===== src/rtl/i2cbm_pkg.sv =====
package i2cbm_pkg;

  localparam int unsigned UNIT_W = 16;
  localparam int unsigned POLL_W = 8;
  localparam int unsigned CFG_W  = 16;
  localparam int unsigned CFG_IDX_W = 1;

  localparam logic [UNIT_W-1:0] UNIT_TICKS_RST  = 16'd50;
  localparam logic [POLL_W-1:0] ACK_TIMEOUT_RST = 8'd255;

  localparam logic [CFG_IDX_W-1:0] CFG_UNIT_TICKS  = 1'd0;
  localparam logic [CFG_IDX_W-1:0] CFG_ACK_TIMEOUT = 1'd1;

  localparam logic [2:0] FN_START     = 3'd0;
  localparam logic [2:0] FN_STOP      = 3'd1;
  localparam logic [2:0] FN_WRITE     = 3'd2;
  localparam logic [2:0] FN_READ      = 3'd3;
  localparam logic [2:0] FN_WAIT_ACK  = 3'd4;
  localparam logic [2:0] FN_SEND_ACK  = 3'd5;
  localparam logic [2:0] FN_SEND_NACK = 3'd6;

  typedef struct packed {
    logic       cmd_valid;
    logic [2:0] func;
    logic [7:0] wr_data;
    logic       sda_in;
  } item_t;

  typedef struct packed {
    logic       scl;
    logic       sda;
    logic       busy;
    logic       done;
    logic [7:0] rd_data;
    logic       ack_ok;
  } res_t;

endpackage


===== src/rtl/i2cbm_in_stage.sv =====
module i2cbm_in_stage (
  input  logic              clk,
  input  logic              rst_n,
  input  logic              in_valid,
  output logic              in_stall,
  input  i2cbm_pkg::item_t  in_item,
  input  logic              out_rdy,
  output logic              proc_en,
  output i2cbm_pkg::item_t  item_r
);

  logic vld_r;
  logic vld_nxt;
  logic accept;

  assign proc_en  = vld_r && out_rdy;
  assign in_stall = vld_r && !out_rdy;
  assign accept   = in_valid && !in_stall;

  always_comb begin
    vld_nxt = vld_r;
    if (accept) begin
      vld_nxt = 1'b1;
    end else if (proc_en) begin
      vld_nxt = 1'b0;
    end
  end

  always_ff @(posedge clk) begin
    if (!rst_n) begin
      vld_r <= 1'b0;
    end else begin
      vld_r <= vld_nxt;
    end
  end

  always_ff @(posedge clk) begin
    if (accept) begin
      item_r <= in_item;
    end
  end

endmodule


===== src/rtl/i2cbm_seq.sv =====
module i2cbm_seq (
  input  logic                                clk,
  input  logic                                rst_n,
  input  logic                                cfg_wr_en,
  input  logic [i2cbm_pkg::CFG_IDX_W-1:0]     cfg_idx,
  input  logic [i2cbm_pkg::CFG_W-1:0]         cfg_wdata,
  input  logic                                proc_en,
  input  i2cbm_pkg::item_t                    item,
  output i2cbm_pkg::res_t                     res
);

  typedef enum logic [4:0] {
    ST_IDLE   = 5'd0,
    ST_START0 = 5'd1,  ST_START1 = 5'd2,  ST_START2 = 5'd3,  ST_START3 = 5'd4,
    ST_STOP0  = 5'd5,  ST_STOP1  = 5'd6,  ST_STOP2  = 5'd7,  ST_STOP3  = 5'd8,
    ST_STOP4  = 5'd9,  ST_STOP5  = 5'd10,
    ST_WR0    = 5'd11, ST_WR1    = 5'd12, ST_WR2    = 5'd13, ST_WR3    = 5'd14,
    ST_RD0    = 5'd15, ST_RD1    = 5'd16, ST_RD2    = 5'd17, ST_RD3    = 5'd18,
    ST_AW0    = 5'd19, ST_AW1    = 5'd20, ST_AW2    = 5'd21, ST_AW3    = 5'd22,
    ST_SA0    = 5'd23, ST_SA1    = 5'd24, ST_SA2    = 5'd25, ST_SA3    = 5'd26,
    ST_SA4    = 5'd27, ST_SA5    = 5'd28,
    ST_SN0    = 5'd29, ST_SN1    = 5'd30
  } step_t;

  typedef struct packed {
    step_t                         step;
    logic [i2cbm_pkg::UNIT_W-1:0]  ucnt;
    logic [3:0]                    bcnt;
    logic [7:0]                    shb;
    logic [i2cbm_pkg::POLL_W-1:0]  pcnt;
    logic                          scl;
    logic                          sda;
    logic                          ack;
    logic [7:0]                    rhold;
    logic                          done;
  } st_t;

  logic [i2cbm_pkg::UNIT_W-1:0] unit_ticks_r;
  logic [i2cbm_pkg::POLL_W-1:0] ack_timeout_r;
  logic [i2cbm_pkg::UNIT_W-1:0] eff_unit;
  st_t st_r;
  st_t st_nxt;

  assign eff_unit = (unit_ticks_r == '0) ? i2cbm_pkg::UNIT_W'(1) : unit_ticks_r;

  function automatic st_t finish(st_t s0);
    st_t s;
    s      = s0;
    s.step = ST_IDLE;
    s.ucnt = '0;
    s.done = 1'b1;
    return s;
  endfunction

  function automatic st_t enter(st_t s0, step_t nx, logic sda_i,
                                logic [i2cbm_pkg::UNIT_W-1:0] eff);
    st_t s;
    logic [i2cbm_pkg::POLL_W-1:0] pn;
    s      = s0;
    s.step = nx;
    s.ucnt = eff;
    pn     = (s0.pcnt != '0) ? s0.pcnt - 1'b1 : s0.pcnt;
    case (nx)
      ST_START0: begin s.scl = 1'b1; s.sda = 1'b1; end
      ST_START2: s.sda = 1'b0;
      ST_STOP0:  s.sda = 1'b0;
      ST_STOP2:  s.scl = 1'b1;
      ST_STOP4:  s.sda = 1'b1;
      ST_WR0: begin
        s.scl = 1'b0;
        s.sda = s0.shb[7];
        s.shb = {s0.shb[6:0], 1'b0};
      end
      ST_WR2:    s.scl = 1'b1;
      ST_RD0:    s.scl = 1'b0;
      ST_RD2: begin
        s.scl = 1'b1;
        s.shb = {s0.shb[6:0], sda_i};
      end
      ST_AW0:    s.sda = 1'b1;
      ST_AW1:    s.scl = 1'b0;
      ST_AW2:    s.scl = 1'b1;
      ST_AW3: begin
        if (!sda_i) begin
          s.scl = 1'b0;
          s.ack = 1'b1;
          s     = finish(s);
        end else begin
          s.pcnt = pn;
          if (pn == '0) begin
            // timeout: fall into the stop sequence
            s.ack  = 1'b0;
            s.sda  = 1'b0;
            s.step = ST_STOP0;
          end
        end
      end
      ST_SA0:    s.sda = 1'b0;
      ST_SA2:    s.scl = 1'b1;
      ST_SA4:    s.scl = 1'b0;
      ST_SN0:    s.sda = 1'b1;
      default: ;
    endcase
    return s;
  endfunction

  always_comb begin
    logic [i2cbm_pkg::UNIT_W-1:0] ud;
    logic [3:0]                   bn;
    st_nxt      = st_r;
    st_nxt.done = 1'b0;
    ud          = (st_r.ucnt != '0) ? st_r.ucnt - 1'b1 : st_r.ucnt;
    bn          = st_r.bcnt + 4'd1;
    if (st_r.step == ST_IDLE) begin
      if (item.cmd_valid) begin
        case (item.func)
          i2cbm_pkg::FN_START: st_nxt = enter(st_nxt, ST_START0, item.sda_in, eff_unit);
          i2cbm_pkg::FN_STOP:  st_nxt = enter(st_nxt, ST_STOP0, item.sda_in, eff_unit);
          i2cbm_pkg::FN_WRITE: begin
            st_nxt.shb  = item.wr_data;
            st_nxt.bcnt = '0;
            st_nxt      = enter(st_nxt, ST_WR0, item.sda_in, eff_unit);
          end
          i2cbm_pkg::FN_READ: begin
            st_nxt.sda  = 1'b1;
            st_nxt.shb  = '0;
            st_nxt.bcnt = '0;
            st_nxt      = enter(st_nxt, ST_RD0, item.sda_in, eff_unit);
          end
          i2cbm_pkg::FN_WAIT_ACK: begin
            st_nxt.pcnt = (ack_timeout_r == '0) ? i2cbm_pkg::POLL_W'(1) : ack_timeout_r;
            st_nxt      = enter(st_nxt, ST_AW0, item.sda_in, eff_unit);
          end
          i2cbm_pkg::FN_SEND_ACK:  st_nxt = enter(st_nxt, ST_SA0, item.sda_in, eff_unit);
          i2cbm_pkg::FN_SEND_NACK: st_nxt = enter(st_nxt, ST_SN0, item.sda_in, eff_unit);
          default: ;
        endcase
      end
    end else begin
      st_nxt.ucnt = ud;
      if (ud == '0) begin
        case (st_r.step)
          ST_START3, ST_STOP5: st_nxt = finish(st_nxt);
          ST_WR3: begin
            st_nxt.bcnt = bn;
            if (bn >= 4'd8) begin
              st_nxt.scl = 1'b0;
              st_nxt     = finish(st_nxt);
            end else begin
              st_nxt = enter(st_nxt, ST_WR0, item.sda_in, eff_unit);
            end
          end
          ST_RD3: begin
            st_nxt.bcnt = bn;
            if (bn >= 4'd8) begin
              st_nxt.scl   = 1'b0;
              st_nxt.rhold = st_r.shb;
              st_nxt       = finish(st_nxt);
            end else begin
              st_nxt = enter(st_nxt, ST_RD0, item.sda_in, eff_unit);
            end
          end
          ST_AW3: st_nxt = enter(st_nxt, ST_AW3, item.sda_in, eff_unit);
          ST_SA5: begin
            st_nxt.sda = 1'b1;
            st_nxt     = finish(st_nxt);
          end
          ST_SN1: st_nxt = enter(st_nxt, ST_SA2, item.sda_in, eff_unit);
          default: st_nxt = enter(st_nxt, step_t'(st_r.step + 5'd1), item.sda_in, eff_unit);
        endcase
      end
    end
  end

  assign res.scl     = st_nxt.scl;
  assign res.sda     = st_nxt.sda;
  assign res.busy    = (st_nxt.step != ST_IDLE);
  assign res.done    = st_nxt.done;
  assign res.rd_data = st_nxt.rhold;
  assign res.ack_ok  = st_nxt.ack;

  always_ff @(posedge clk) begin
    if (!rst_n) begin
      st_r.step  <= ST_IDLE;
      st_r.ucnt  <= '0;
      st_r.bcnt  <= '0;
      st_r.shb   <= '0;
      st_r.pcnt  <= '0;
      st_r.scl   <= 1'b1;
      st_r.sda   <= 1'b1;
      st_r.ack   <= 1'b0;
      st_r.rhold <= '0;
      st_r.done  <= 1'b0;
    end else if (proc_en) begin
      st_r <= st_nxt;
    end
  end

  always_ff @(posedge clk) begin
    if (!rst_n) begin
      unit_ticks_r  <= i2cbm_pkg::UNIT_TICKS_RST;
      ack_timeout_r <= i2cbm_pkg::ACK_TIMEOUT_RST;
    end else if (cfg_wr_en) begin
      case (cfg_idx)
        i2cbm_pkg::CFG_UNIT_TICKS:  unit_ticks_r  <= cfg_wdata;
        i2cbm_pkg::CFG_ACK_TIMEOUT: ack_timeout_r <= cfg_wdata[i2cbm_pkg::POLL_W-1:0];
        default: ;
      endcase
    end
  end

endmodule


===== src/rtl/i2cbm_out_stage.sv =====
module i2cbm_out_stage (
  input  logic             clk,
  input  logic             rst_n,
  input  logic             proc_en,
  input  i2cbm_pkg::res_t  res,
  output logic             out_rdy,
  output logic             out_valid,
  input  logic             out_stall,
  output i2cbm_pkg::res_t  res_r
);

  logic vld_r;
  logic vld_nxt;

  assign out_rdy   = !vld_r || !out_stall;
  assign out_valid = vld_r;

  always_comb begin
    vld_nxt = vld_r;
    if (proc_en) begin
      vld_nxt = 1'b1;
    end else if (!out_stall) begin
      vld_nxt = 1'b0;
    end
  end

  always_ff @(posedge clk) begin
    if (!rst_n) begin
      vld_r <= 1'b0;
    end else begin
      vld_r <= vld_nxt;
    end
  end

  always_ff @(posedge clk) begin
    if (proc_en) begin
      res_r <= res;
    end
  end

endmodule


===== src/rtl/i2c_bit_master.sv =====
// Bit-level I2C master, stepped once per input transfer (one bus tick each).
// Input channel: in_valid/in_stall with in_cmd_valid, in_func, in_wr_data and
// in_sda_in. A command is taken only while idle; otherwise it is ignored.
// Result channel: out_valid/out_stall carries one result per input transfer:
// SCL/SDA drives, busy, done, last read byte and last acknowledge status.
// Config: cfg_wr_en/cfg_idx/cfg_wdata; index 0 unit_ticks, 1 ack_timeout.
// Write config only while idle with all results drained.
// Each input transfer is captured in the input register; its result then goes
// through one pass of sequencer logic into the output register.
// Throughput: one transfer per cycle while out_stall holds no result; the
// sequencer steps once per transfer, between the two registers.
// Reset (rst_n low, synchronous): idle, both lines released, counters and
// read byte cleared, unit_ticks 50, ack_timeout 255.
// When out_stall is high the result holds; the input register keeps taking
// one more transfer, then in_stall rises until the result moves on.
module i2c_bit_master (
  input  logic                             clk,
  input  logic                             rst_n,
  input  logic                             cfg_wr_en,
  input  logic [i2cbm_pkg::CFG_IDX_W-1:0]  cfg_idx,
  input  logic [i2cbm_pkg::CFG_W-1:0]      cfg_wdata,
  input  logic                             in_valid,
  output logic                             in_stall,
  input  logic                             in_cmd_valid,
  input  logic [2:0]                       in_func,
  input  logic [7:0]                       in_wr_data,
  input  logic                             in_sda_in,
  output logic                             out_valid,
  input  logic                             out_stall,
  output logic                             out_scl_out,
  output logic                             out_sda_out,
  output logic                             out_busy_res,
  output logic                             out_done_res,
  output logic [7:0]                       out_rd_data,
  output logic                             out_ack_ok
);

  i2cbm_pkg::item_t in_item;
  i2cbm_pkg::item_t item_r;
  i2cbm_pkg::res_t  res;
  i2cbm_pkg::res_t  res_r;
  logic             proc_en;
  logic             out_rdy;

  assign in_item.cmd_valid = in_cmd_valid;
  assign in_item.func      = in_func;
  assign in_item.wr_data   = in_wr_data;
  assign in_item.sda_in    = in_sda_in;

  i2cbm_in_stage u_in (
    .clk      (clk),
    .rst_n    (rst_n),
    .in_valid (in_valid),
    .in_stall (in_stall),
    .in_item  (in_item),
    .out_rdy  (out_rdy),
    .proc_en  (proc_en),
    .item_r   (item_r)
  );

  i2cbm_seq u_seq (
    .clk       (clk),
    .rst_n     (rst_n),
    .cfg_wr_en (cfg_wr_en),
    .cfg_idx   (cfg_idx),
    .cfg_wdata (cfg_wdata),
    .proc_en   (proc_en),
    .item      (item_r),
    .res       (res)
  );

  i2cbm_out_stage u_out (
    .clk       (clk),
    .rst_n     (rst_n),
    .proc_en   (proc_en),
    .res       (res),
    .out_rdy   (out_rdy),
    .out_valid (out_valid),
    .out_stall (out_stall),
    .res_r     (res_r)
  );

  assign out_scl_out  = res_r.scl;
  assign out_sda_out  = res_r.sda;
  assign out_busy_res = res_r.busy;
  assign out_done_res = res_r.done;
  assign out_rd_data  = res_r.rd_data;
  assign out_ack_ok   = res_r.ack_ok;

endmodule


===== config.mk =====
export PLATFORM = sky130hd
export DESIGN_NAME = i2c_bit_master
export DESIGN_NICKNAME = d
export VERILOG_FILES = /design/src/rtl/i2cbm_pkg.sv /design/src/rtl/i2cbm_in_stage.sv /design/src/rtl/i2cbm_seq.sv /design/src/rtl/i2cbm_out_stage.sv /design/src/rtl/i2c_bit_master.sv
export SDC_FILE = /design/constraint.sdc
export NUM_CORES = 1
export LEC_CHECK = 0
export BUFFER_PORTS_ARGS = -buffer_cell sky130_fd_sc_hd__buf_2
export CORE_UTILIZATION = 25
export DETAILED_ROUTE_END_ITERATION = 6
export GPL_TIMING_DRIVEN = 0
export PLACE_DENSITY = 0.45
export SKIP_LAST_GASP = 1
export SYNTH_ARGS = -nofsm -noshare
export SYNTH_HDL_FRONTEND = slang
export SYNTH_SLANG_ARGS = --single-unit

===== constraint.sdc =====
create_clock -name clk -period 4.1 [get_ports clk]
set_input_delay 0.205 -clock clk [delete_from_list [all_inputs] [get_ports clk]]
set_output_delay 0.205 -clock clk [all_outputs]
set_load 0.05 [all_outputs]

== Word-level counts from Yosys, hierarchy flattened ==
Cells that the tools add are included.
Word-level totals
  bits of input ports: 35
  output and inout bits: 15
  register bits after elaboration: 104
Cells by class
  equality and inequality tests: 48
  $lt $le $gt $ge: 1
  bitwise gates (word level): 1
  multiplexer cells: 31
  reductions and logical operators: 33
  add/sub/neg operators: 4
Operators with widths (count)
  53-bit case mux with 7 select lines: 1
  53-bit case mux with 6 select lines: 1
  53-bit two-way mux: 3
  52-bit two-way mux: 2
  5-bit equality test (second input constant): 13
  16-bit zero test: 2
  16-bit two-way mux: 2
  8-bit two-way mux: 4
  5-bit by 4-bit equality test with 1-bit output (second input constant): 6
  28-bit two-way mux: 1
  25-bit two-way mux: 1
  8-bit case mux with 3 select lines: 1
  5-bit two-way mux: 4
  2-bit inequality test (second input constant): 9
  8-bit zero test: 2
  16-bit AND reduction: 1
  16-bit nonzero test: 1
  16-bit by 1-bit subtractor with 16-bit output (second input constant): 1
  5-bit by 3-bit equality test with 1-bit output (second input constant): 3
  15-bit AND reduction: 1
  13-bit AND reduction: 1
  2-bit by 1-bit inequality test with 1-bit output (second input constant): 6
  10-bit two-way mux: 1
  5-bit nonzero test: 2
  32 further kinds: 49

== Logic depth before layout (Yosys ltp) ==
Gate-level depths: netlist of run 1.
  word-level depth: 10
  gate-level depth with buffers: 13
  gate-level depth less buffers: 10

== Modules after synthesis ==
From an unflattened synthesis of run 1, not the netlist that was laid out.
Second synthesis, totals
  cell total of the unflattened synthesis: 814
  area total of the unflattened synthesis: 6591.3 µm²
By module, submodules not included
  i2cbm_seq: times used 1, area each 5721.7 µm², cells each 779
  i2cbm_in_stage: times used 1, area each 444.2 µm², cells each 18
  i2cbm_out_stage: times used 1, area each 425.4 µm², cells each 17

== Worst setup path before layout of run 1 ==
No wires, ideal clock.
  path kind: register to register
  start: reg u_seq.st_r[34] (netlist bit)
  end: reg u_out.res_r[10] (netlist name)
  arrival time: 3.503 ns
  setup time: 0.263 ns
  path buffers: 4
  setup slack: 0.334 ns
  clock period less this slack: 3.766 ns
  stages on the path, launching flop included: 13
  path through: dfxtp_1 > buf_6 > or4_4 > buf_6 > nor4_1 > mux2_2 > or3_1 > or4_1 > buf_2 > nor2_1 > buf_2 > a41oi_1 > a2111o_1
RTL lines
  start, declared: RTL line i2cbm_seq.sv:41  | st_t st_r;
  start signal, assigned: RTL line i2cbm_seq.sv:195  | st_r <= st_nxt;

==> results of run 1 <==
==> worst reg2reg max path, stage by stage, from the launching register on <==
cell and delay, ns:
sky130_fd_sc_hd__dfxtp_1 0.38, sky130_fd_sc_hd__inv_1 0.11, sky130_fd_sc_hd__ha_1 0.17, sky130_fd_sc_hd__or4b_1 0.56, sky130_fd_sc_hd__nor4_4 0.42, sky130_fd_sc_hd__a21oi_1 0.07
sky130_fd_sc_hd__or3_1 0.47, sky130_fd_sc_hd__or4_1 0.52, sky130_fd_sc_hd__buf_2 0.21, sky130_fd_sc_hd__nor2_2 0.17, sky130_fd_sc_hd__buf_4 0.21, sky130_fd_sc_hd__a41oi_1 0.13
sky130_fd_sc_hd__a2111o_1 0.43
==> kinds of logic after synthesis <==
| logic type | after synthesis | synth area share (%) |
|---|---|---|
| AOI/OAI and AO/OA | 227 | 25.5 |
| xor gates and xnor gates | 12 | 1.70 |
| adders and majority gates | 10 | 2.02 |
| buffers and inverters | 65 | 4.33 |
| DFF | 104 | 37.9 |
| muxes | 23 | 3.91 |
| and+or+nand+nor | 310 | 24.7 |
==> per-layer routing <==
metal	GRT usage, %	up-vias
li1	-	2955
met1	23.1	2873
met2	25.3	196
met3	2.50	23
met4	4.90	0
met5	0	-
==> report_power, final <==
part	switching, mW	internal [mW]	total [mW]
Combinational	0.467	0.254	0.721
Clock	0.423	0.439	0.862
Sequential	0.0550	1.11	1.16
Total	0.945	1.80	2.74
==> how the worst max path moves through the flow <==
| stage | cells past startpoint | slack (ns) | to | from |
|---|---|---|---|---|
| 5_1_grt | 12 | -0.16 | u_out.res_r[10] | u_seq.st_r[34] |
| 4_1_cts | 12 | -0.05 | u_out.res_r[10] | u_seq.st_r[34] |
| 3_3_place_gp | 10 | -0.54 | u_out.res_r[5] | u_seq.st_r[32] |
| 6_report | 12 | -0.03 | u_out.res_r[10] | u_seq.st_r[32] |
| 2_1_floorplan | 12 | 0.33 | u_out.res_r[10] | u_seq.st_r[34] |
| 3_5_place_dp | 10 | -0.53 | u_out.res_r[7] | u_seq.st_r[32] |
==> cell type report <==
type / count / area share [%]
Buffer: 47 / 2.83
Clock buffer: 10 / 3.32
Clock inverter: 6 / 0.695
Inverter: 18 / 0.939
Multi-Input combinational cell: 582 / 50.2
Sequential cell: 104 / 32.5
Tap cell: 324 / 5.63
Timing Repair Buffer: 53 / 3.86
==> metrics by stage <==
| stage | area, µm² | hold slack [ns] |
|---|---|---|
| finish | 7200 | 0.0248 |
| global route | 7200 | 0.0159 |
| CTS | 7150 | 0.0179 |
| detailed placement | 6830 | 0.386 |
| global placement | 6830 | 0.382 |
| floorplan | 6180 | 0.304 |
==> Yosys cell counts (all sizes together) (4+ instances only) <==
library cell and instances:
o211ai 8, nand2b 9, mux2 9, a31oi 7, xnor2 6, inv 18
clkbuf 35, o22a 4, nor2b 10, o41ai 4, dfxtp 78, a31o 5
or2 4, nand4 5, and2 4, a32oi 6, or3 7, o31ai 4
edfxtp 26, nor4 12, mux2i 14, and3 4, o22ai 7, a211oi 16
a21oi 50, nor3b 5, a221oi 17, xor2 6, nor3 30, nand2 95
buf 12, or4 5, o21ai 56, ha 10, nand3 41, nor2 69
==> what timing repair did <==
item	4_1_cts	5_1_grt
gates cloned	0	0
gates resized for setup	5	7
setup buffers	2	3
setup endpoints to repair	49	38
hold buffers	0	0
pin swaps	2	1
==> registers in the layout, summed over array words and instances (netlist names) <==
| signal | flops |
|---|---|
| u_seq.unit_ticks_r | 16 |
| u_in.vld_r | 1 |
| u_out.out_valid | 1 |
| u_in.item_r | 13 |
| u_seq.ack_timeout_r | 8 |
| u_seq.st_r | 52 |
| u_out.res_r | 13 |
==> placed cells by master, fill, tap and decap left out, drive strengths merged, types with 8 or more instances in the layout <==
master and instances:
a21oi 50, edfxtp 26, a211oi 16, inv 22
nor3 30, nand2b 9, nor2 69, nor4 12
ha 10, dfxtp 78, buf 65, a221oi 17
o211ai 8, nand3 41, nor2b 10, mux2i 14
mux2 9, o21ai 56, nand2 95, clkbuf 45
==> qor.csv, run 1 <==
metric;value;unit
outcome;finished, violations left;
violations in the final reports;negative setup slack;
count of mapped cells out of synthesis;751;
area share of the largest cell type after synthesis;25.3;%
maximum fanout encountered on the critical timing path;10;
fin nets;860;
sequential-to-total area share from yosys stat;37.9;%
RSZ-0062 raised after global routing;yes;
ratio of routed vias to standard cells;5.29;
HPWL after DPL;15.1;mm
leakage power total;2.60;nW
final-report setup violation count;1;
number of flip-flops and latches in the synthesized netlist;104;
H-tree lvl count;3;
fraction of synthesis flops using an asynchronous set or reset pin;0;%
die width;159;µm
Critical Path Max Stage Delay;0.56;ns
global-route total usage across every layer;16.3;%
final setup skew;0.0129;ns
routed length per instance;17.8;µm
sum of internal, switching and leakage power;2.74;mW
total met2 wirelength after detailed routing;9.08;mm
worst flop-to-flop path endpoint;u_out.res_r[10];
type of the setup path with the least slack;flip-flop to flip-flop;
violation count after the first detailed-routing iteration;454;
count of cells along the worst register-to-register path;12;
standard cell core area;24200;µm²
EDFF count, synth;26;
max-slew headroom at the worst pin;11.3;%
via total after detailed routing;6047;
height of the chip;159;µm
root cell of the clock tree;sky130_fd_sc_hd__clkbuf_16;
CTS tree;yes;
data arrival time at the worst-slack endpoint;4.22;ns
kind of launch point of the worst setup path;flip-flop;
proportion of layout cells with a drive suffix above 1;12.9;%
delay-heaviest family, CP;simple AND/OR/NAND/NOR gates;
Max Fclk;0.242;GHz
number of top-level design ports;50;
register-to-register setup slack;-0.03;ns
type of the most critical hold path;input port to flip-flop;
maximum buffer depth of the clock tree;2;
PwrDens;381;nW/µm²
VDD IR max;0.252;mV
Worst setup EP type;flip-flop;
footprint of the multi-input gates;3610;µm²
post-layout util;29.7;%
area growth from synthesis to layout;16.5;%
largest net degree at the start of global routing;23;
placed insts;1123;
total number of yosys warnings;0;
flip-flop and latch area;2340;µm²
clock network latency to the later pin of the worst-skew pair;0.36;ns
initial core utilization;25.5;%
prevailing post-synth register cell;sky130_fd_sc_hd__dfxtp_1;
Worst Setup Slack post-DPL;-0.525;ns
Antenna Nets Post-Route;0;
Max Cap Viol;0;
startpoint of the worst hold path;in_wr_data[1];
fraction of the cycle the final worst path needs;101;%
sum of routed wire segments on met1;9.92;mm
Worst Hold End;u_in.item_r[2];
top cells by area, synth;sky130_fd_sc_hd__dfxtp_1 25%, sky130_fd_sc_hd__edfxtp_1 13%, sky130_fd_sc_hd__nand2_1 5.8%, sky130_fd_sc_hd__o21ai_0 4.5%, sky130_fd_sc_hd__nor2_1 4.2%;
Finished Layout Cells;1144;
global placement routability congestion;0.861;
post-synthesis cell area;6180;µm²
Worst EP required;4.19;ns
net count after synthesis;796;
Syn Area/Cell;8.23;µm²
critical path's slowest cell;sky130_fd_sc_hd__or4b_1;
worst reg2reg startpoint;u_seq.st_r[32];
number of antenna violations at the first check in global routing;0;
fill cell instance count of the final layout;2680;
Remaining Overflow, GRT;0;
count of port buffers added during placement;48;
aggregate routed wire length;20.4;mm
count of different cell masters after synthesis;77;
total negative slack;-0.0285;ns
wire length on met3;1.00;mm
crit-path cells;inv_1 -> ha_1 -> or4b_1 -> nor4_4 -> a21oi_1 -> or3_1 -> or4_1 -> buf_2 -> nor2_2 -> buf_4 -> a41oi_1 -> a2111o_1;
wire length of the first global-routing pass;32.7;mm
final setup slack of the worst path;-0.0285;ns
biggest area consumer among synthesized cells;sky130_fd_sc_hd__dfxtp_1;
# diodes;0;
Placement Rows;57;
worst hold path stage count;1;
highest metal layer with signal wires;met4;
Die Footprint;25400;µm²
Inserted Clock Buffers;9;
worst path buffer plus inverter count;3;
clock transition at the registers of the reported paths;0.08;ns
clk sink count;104;
Tmin final;4.13;ns
Least-Margin Pin Slew;1.33;ns
1st-pass router iterations;5;
final hold violation count;0;
drt drc;0;
final slew viol count;0;
via count of the first global-routing pass;5674;
Note: power is estimated with default switching activity, not from simulation.
==> run 2: changes to the inputs <==
--- a/config.mk
+++ b/config.mk
@@ -14,3 +14,4 @@
 export SYNTH_ARGS = -nofsm -noshare
 export SYNTH_HDL_FRONTEND = slang
 export SYNTH_SLANG_ARGS = --single-unit
+export TNS_END_PERCENT = 30
==> run 2 against run 1 <==
The run now ends clean; register-to-register slack gained 0.13 ns; critical path depth shrank 2; combinational power is 3.9% higher; sequential share of layout area is 0.27 points lower; hold slack worse by 0.0011 ns; design area rose by 0.83%; wire length rose by 0.67%; utilization up 0.25 points; critical endpoint unchanged.
==> qor.csv, run 2 (same netlist as run 1, synthesis figures left out) <==
metric;value;unit;change
startpoint of the worst hold path;in_wr_data[1];;
H-tree lvl count;3;;unchanged
power share of the combinational group;27.0;%;+0.7 points
drt drc;0;;unchanged
flip-flop and latch area;2340;µm²;unchanged
1st-pass router iterations;5;;unchanged
number of flip-flops under the largest register name;52;;unchanged
hold_ws;0.0237;ns;-0.00110 ns
Antenna Nets Post-Route;0;;unchanged
final hold violation count;0;;unchanged
Worst EP required;4.19;ns;about the same
count of port buffers added during placement;48;;unchanged
clock group share of total power;31.2;%;-0.2 points
routed length per instance;17.9;µm;+0.32%
footprint of the multi-input gates;3630;µm²;+0.55%
root cell of the clock tree;sky130_fd_sc_hd__clkbuf_16;;
kind of launch point of the worst setup path;flip-flop;;
number of top-level design ports;50;;unchanged
post-layout util;29.9;%;+0.25 points
Max Cap Viol;0;;unchanged
clk sink count;104;;unchanged
VDD IR max;0.252;mV;-0.31%
ratio of routed vias to standard cells;5.30;;+0.20%
Least-Margin Pin Slew;1.34;ns;+0.0107 ns
area growth from synthesis to layout;17.4;%;
share of power burned in registers;41.8;%;-0.5 points
maximum fanout encountered on the critical timing path;9;;-1
clock transition at the registers of the reported paths;0.08;ns;about the same
data arrival time at the worst-slack endpoint;4.09;ns;-0.13 ns
final setup skew;0.0133;ns;+0.000351 ns
outcome;finished, final reports clean;;
fill cell instance count of the final layout;2680;;unchanged
CTS tree;yes;;
die width;159;µm;unchanged
sum of internal, switching and leakage power;2.77;mW;+1.1%
Placement Rows;57;;unchanged
max-slew headroom at the worst pin;10.6;%;-0.71 points
proportion of layout cells with a drive suffix above 1;13.6;%;+0.67 points
leakage power total;2.63;nW;+1.1%
total negative slack;0;ns;+0.0285 ns
via total after detailed routing;6080;;+0.55%
Sw Ratio;34.5;%;+0.040 points
fraction of the cycle the final worst path needs;97.6;%;-3.1 points
Inserted Clock Buffers;9;;unchanged
wire length of the first global-routing pass;32.7;mm;about the same
HPWL after DPL;15.1;mm;unchanged
Worst setup EP type;flip-flop;;
largest registers in the final layout;u_seq.st_r (52), u_seq.unit_ticks_r (16);;
launching element of the worst setup path;u_seq.st_r[38];;
Die Footprint;25400;µm²;unchanged
PwrDens;382;nW/µm²;+0.27%
worst reg2reg startpoint;u_seq.st_r[38];;
via count of the first global-routing pass;5676;;+0.035%
Tmin final;4.00;ns;-0.129 ns
aggregate routed wire length;20.5;mm;+0.67%
clock network latency to the later pin of the worst-skew pair;0.36;ns;about the same
net load switching power;0.956;mW;+1.2%
# diodes;0;;unchanged
number of antenna violations at the first check in global routing;0;;unchanged
initial core utilization;25.5;%;unchanged
largest net degree at the start of global routing;23;;unchanged
Remaining Overflow, GRT;0;;unchanged
final slew viol count;0;;unchanged
register with the highest flop count;u_seq.st_r;;
type of the setup path with the least slack;flip-flop to flip-flop;;
standard cell core area;24200;µm²;unchanged
fin nets;864;;+0.47%
most common cell after layout, fill and taps aside;sky130_fd_sc_hd__nand2_1;;
commonest cells after routing, fill and taps aside;95 x sky130_fd_sc_hd__nand2_1, 78 x sky130_fd_sc_hd__dfxtp_1, 68 x sky130_fd_sc_hd__nor2_1, 55 x sky130_fd_sc_hd__o21ai_0, 50 x sky130_fd_sc_hd__a21oi_1;;
Max Fclk;0.250;GHz;+3.2%
global placement routability congestion;0.861;;unchanged
violation count after the first detailed-routing iteration;564;;+24%
Internal Pwr Total;1.82;mW;+1.0%
maximum buffer depth of the clock tree;2;;unchanged
type of the most critical hold path;input port to flip-flop;;
RSZ-0062 raised after global routing;yes;;
global-route total usage across every layer;16.3;%;about the same
height of the chip;159;µm;unchanged
final-report setup violation count;0;;-1
[run 2: routing by layer]
metal / share of wire (%) / global-route usage, % / vias to the layer above / wire length [µm]
met5: 0 / 0 / - / 0
met4: 1.7 / 4.90 / 0 / 354
met3: 5.8 / 2.50 / 22 / 1190
met2: 44 / 25.3 / 205 / 9110
met1: 48 / 23.2 / 2892 / 9850
li1: - / - / 2961 / -
[run 2: metrics by stage]
stage               area (µm²)  setup WS (ns)  std cells
floorplan                 6180          0.334        751
global placement          6830         -0.536       1123
detailed placement        6830         -0.525       1123
CTS                       7150        -0.0643       1141
global route              7260        -0.0656       1148
finish                    7260          0.100       1148
[run 2: cell type report]
class	count	share of cell area, %
clock inverter	6	0.690
buffer	47	2.95
clock buffer	10	3.29
sequential	104	32.3
tap	324	5.59
timing repair buffer	57	4.24
multi-input combinational	582	50.0
inverter	18	0.931
[run 2: repair_timing]
item,4_1_cts,5_1_grt
hold buffers,0,0
pin swaps,1,4
endpoints found under the setup margin,49,38
resized for setup,5,15
setup buffers,2,7
[run 2: final timing paths]
kind	endpoint	slack, ns	cells after the start
hold reg to reg	u_seq.st_r[9]	0.47	2
setup / recovery	u_out.res_r[10]	0.10	10
setup reg to reg	u_out.res_r[10]	0.10	10
hold / removal	u_in.item_r[2]	0.02	1
[run 2: worst max-delay path, stage by stage (launching register included)]
cell                       delay (ns)
sky130_fd_sc_hd__dfxtp_1         0.36
sky130_fd_sc_hd__or4_1           0.53
sky130_fd_sc_hd__clkbuf_4        0.24
sky130_fd_sc_hd__nor4_4          0.30
sky130_fd_sc_hd__mux2i_1         0.12
sky130_fd_sc_hd__or4_4           0.56
sky130_fd_sc_hd__or4_1           0.54
sky130_fd_sc_hd__buf_4           0.20
sky130_fd_sc_hd__o21ai_0         0.21
sky130_fd_sc_hd__o221ai_1        0.19
sky130_fd_sc_hd__a2111o_1        0.47
[run 2: power by group through the flow]
stage / combinational [mW] / sequential [mW] / clock, mW
after detailed placement: 0.690 / 1.18 / 0
after global placement: 0.697 / 1.18 / 0
after CTS: 0.701 / 1.16 / 0.890
after global routing: 0.816 / 1.17 / 0.928
after floorplan: 0.479 / 1.19 / 0
final: 0.749 / 1.16 / 0.864
==> run 3: changes to the inputs <==
--- a/config.mk
+++ b/config.mk
@@ -5,6 +5,7 @@
 export SDC_FILE = /design/constraint.sdc
 export NUM_CORES = 1
 export LEC_CHECK = 0
+export ABC_AREA = 1
 export BUFFER_PORTS_ARGS = -buffer_cell sky130_fd_sc_hd__buf_2
 export CORE_UTILIZATION = 25
 export DETAILED_ROUTE_END_ITERATION = 6
==> run 3 against run 2 <==
Sequential power about the same; utilization decreased by 0.88 points; wire length decreased by 3.2%; clock skew increased by 0.00079 ns; first-iteration DRC count decreased by 15%; combinational power increased by 20%; die area increased by 6.8%; total power increased by 5.5%; maximum frequency increased by 28%; synthesized cell count increased by 35%; design area increased by 4.0%; global-route usage decreased by 0.97 points.
==> qor.csv, run 3 <==
metric;value;unit;change
outcome;finished, final reports clean;;
via count of the first global-routing pass;6139;;+8.2%
most common cell after layout, fill and taps aside;sky130_fd_sc_hd__nand2_1;;
VDD IR max;0.194;mV;-23%
crit-path cells;inv_1 -> ha_1 -> nand3_2 -> clkbuf_1 -> nand3_1 -> inv_1 -> nand2_1 -> nand2_1 -> nand3_1 -> nand2_1 -> inv_1;;
final-report setup violation count;0;;unchanged
clock transition at the registers of the reported paths;0.07;ns;about the same
type of the most critical hold path;input port to flip-flop;;
Inserted Clock Buffers;9;;unchanged
height of the chip;165;µm;+3.3%
largest family of logic cells by synthesized area;simple AND/OR/NAND/NOR gates;;
aggregate routed wire length;19.8;mm;-3.2%
final setup skew;0.0141;ns;+0.000787 ns
clk sink count;104;;unchanged
cell with the most instances after synthesis;sky130_fd_sc_hd__nand2_1;;
share of power burned in registers;40.6;%;-1.2 points
power share of the combinational group;30.7;%;+3.7 points
total negative slack;0;ns;unchanged
Least-Margin Pin Slew;1.27;ns;-0.0737 ns
EDFF count, synth;26;;unchanged
critical path's slowest cell;sky130_fd_sc_hd__dfxtp_1;;
commonest cells after routing, fill and taps aside;264 x sky130_fd_sc_hd__nand2_1, 162 x sky130_fd_sc_hd__nor2_1, 123 x sky130_fd_sc_hd__inv_1, 79 x sky130_fd_sc_hd__o21ai_0, 78 x sky130_fd_sc_hd__dfxtp_1;;
count of port buffers added during placement;49;;+2.1%
register with the highest flop count;u_seq.st_r;;
Critical Path Max Stage Delay;0.53;ns;-0.03 ns
area growth from synthesis to layout;14.3;%;
die width;165;µm;+3.3%
fin nets;1120;;+30%
Die Footprint;27100;µm²;+6.8%
commonest cells in the synthesized netlist;264 x sky130_fd_sc_hd__nand2_1, 162 x sky130_fd_sc_hd__nor2_1, 123 x sky130_fd_sc_hd__inv_1, 79 x sky130_fd_sc_hd__o21ai_0, 78 x sky130_fd_sc_hd__dfxtp_1;;
Syn Area/Cell;6.51;µm²;-21%
net count after synthesis;1060;;+33%
CTS tree;yes;;
count of hold buffers inserted by post-cts repair;0;;unchanged
wire length of the first global-routing pass;32.5;mm;-0.42%
1st-pass router iterations;5;;unchanged
maximum buffer depth of the clock tree;2;;unchanged
total number of yosys warnings;0;;unchanged
leakage power total;3.74;nW;+43%
ratio of routed vias to standard cells;4.61;;-13%
max-slew headroom at the worst pin;15.5;%;+4.9 points
fill cell instance count of the final layout;2935;;+9.5%
adder and majority gate portion of the synthesized area;1.89;%;-0.13 points
top cells by area, synth;sky130_fd_sc_hd__dfxtp_1 24%, sky130_fd_sc_hd__nand2_1 15%, sky130_fd_sc_hd__edfxtp_1 12%, sky130_fd_sc_hd__nor2_1 9.2%, sky130_fd_sc_hd__inv_1 7.0%;;
data arrival time at the worst-slack endpoint;3.39;ns;-0.70 ns
kind of launch point of the worst setup path;flip-flop;;
multiplexer area fraction after synthesis;0;%;-3.9 points
Post-Synth Simple-Gate Area;37.7;%;+13 points
biggest area consumer among synthesized cells;sky130_fd_sc_hd__dfxtp_1;;
root cell of the clock tree;sky130_fd_sc_hd__clkbuf_16;;
hold_ws;0.0202;ns;-0.00350 ns
HPWL after DPL;15.5;mm;+2.4%
share of the synthesized area in compound gates (AO/OA/AOI/OAI);14.7;%;-11 points
violation count after the first detailed-routing iteration;481;;-15%
Max Cap Viol;0;;unchanged
Sw Ratio;37.9;%;+3.4 points
area share of the largest cell type after synthesis;23.6;%;-1.6 points
maximum fanout encountered on the critical timing path;10;;+1
routed length per instance;14.0;µm;-21%
clock group share of total power;28.7;%;-2.5 points
post-synthesis cell area;6610;µm²;+6.9%
count of different cell masters after synthesis;42;;-45%
largest net degree at the start of global routing;23;;unchanged
final hold violation count;0;;unchanged
count of mapped cells out of synthesis;1015;;+35%
Max Fclk;0.319;GHz;+28%
fraction of synthesis flops using an asynchronous set or reset pin;0;%;unchanged
Worst setup EP type;flip-flop;;
clock network latency to the later pin of the worst-skew pair;0.36;ns;about the same
RSZ-0062 raised after global routing;no;;
prevailing post-synth register cell;sky130_fd_sc_hd__dfxtp_1;;
Placement Rows;59;;+3.5%
initial core utilization;25.4;%;-0.066 points
H-tree lvl count;3;;unchanged
number of post-CTS setup repair buffers;0;;-2
flip-flop and latch area;2340;µm²;unchanged
number of flip-flops under the largest register name;52;;unchanged
Antenna Nets Post-Route;0;;unchanged
post-layout util;29.0;%;-0.88 points
drt drc;0;;unchanged
Remaining Overflow, GRT;0;;unchanged
Tmin final;3.14;ns;-0.864 ns
fraction of the cycle the final worst path needs;76.5;%;-21 points
via total after detailed routing;6528;;+7.4%
number of flip-flops and latches in the synthesized netlist;104;;unchanged
footprint of the multi-input gates;3660;µm²;+0.76%
global-route total usage across every layer;15.3;%;-0.97 points
number of gates resized after CTS;0;;-5
sequential-to-total area share from yosys stat;35.5;%;-2.4 points
Internal Pwr Total;1.82;mW;about the same
global placement routability congestion;0.884;;+2.6%
PwrDens;388;nW/µm²;+1.4%
post-synthesis xor/xnor area fraction;1.06;%;-0.64 points
net load switching power;1.11;mW;+16%
number of antenna violations at the first check in global routing;0;;unchanged
type of the setup path with the least slack;flip-flop to flip-flop;;
largest registers in the final layout;u_seq.st_r (52), u_seq.unit_ticks_r (16);;
sum of internal, switching and leakage power;2.93;mW;+5.5%
proportion of layout cells with a drive suffix above 1;12.0;%;-1.6 points
final slew viol count;0;;unchanged
# diodes;0;;unchanged
standard cell core area;26000;µm²;+7.2%
Worst EP required;4.36;ns;+0.17 ns
number of top-level design ports;50;;unchanged
run 3: power groups by stage:
stage | registers, mW | clock network (mW) | logic, mW
detailed placement | 1.21 | 0 | 0.896
global route | 1.20 | 0.904 | 1.02
floorplan | 1.22 | 0 | 0.648
global placement | 1.21 | 0 | 0.900
CTS | 1.19 | 0.870 | 0.900
finish | 1.19 | 0.839 | 0.899
run 3: worst paths after layout:
check | start | to | slack [ns] | cells after the start
worst max-delay path | u_seq.st_r[48] | u_seq.st_r[4] | 0.96 | 11
worst min-delay path | in_wr_data[4] | u_in.item_r[5] | 0.02 | 1
worst max register to register | u_seq.st_r[48] | u_seq.st_r[4] | 0.96 | 11
worst min register to register | u_in.vld_r | u_out.out_valid | 0.48 | 2
run 3: per-stage QoR:
| step | instances | instance area [µm²] | setup slack (ns) |
|---|---|---|---|
| 2_1_floorplan | 1015 | 6610 | 1.75 |
| 3_3_place_gp | 1399 | 7270 | 0.986 |
| 3_5_place_dp | 1399 | 7270 | 1.01 |
| 4_1_cts | 1415 | 7550 | 0.977 |
| 5_1_grt | 1415 | 7550 | 0.641 |
| 6_report | 1415 | 7550 | 0.964 |
run 3: layout make-up:
class                   instances  share of cell area [%]
inverters                     124                    6.17
clock buffers                   9                    2.98
repair buffers                 49                    3.25
plain buffers                  29                    1.84
well taps                     335                    5.55
multi-input cells             758                    48.5
clock inverters                 7                   0.696
flip-flops and latches        104                    31.0
run 3: kinds of logic (layout without fill, tap and decap cells):
logic type      Yosys count  count (layout)
fa+ha+maj                10              10
compound gates          167             167
simple gates            573             573
buf+inv                 153             218
xor+xnor                  8               8
flops                   104             104
run 3: critical path: cells and delay by family, from the launching register on:
family        cells  cell delay [ns]
fa+ha+maj         1             0.29
buf+inv           4             0.95
simple gates      6             1.25
flops             1             0.53
run 3: per-layer routing:
layer	vias to the layer above	wire, µm	part of all wire (%)	GRT usage, %
met5	-	0	0	0
met4	0	208	1.0	3.92
met3	13	731	3.7	2.24
met2	110	8670	44	23.2
met1	2994	10200	52	22.5
li1	3411	-	-	-
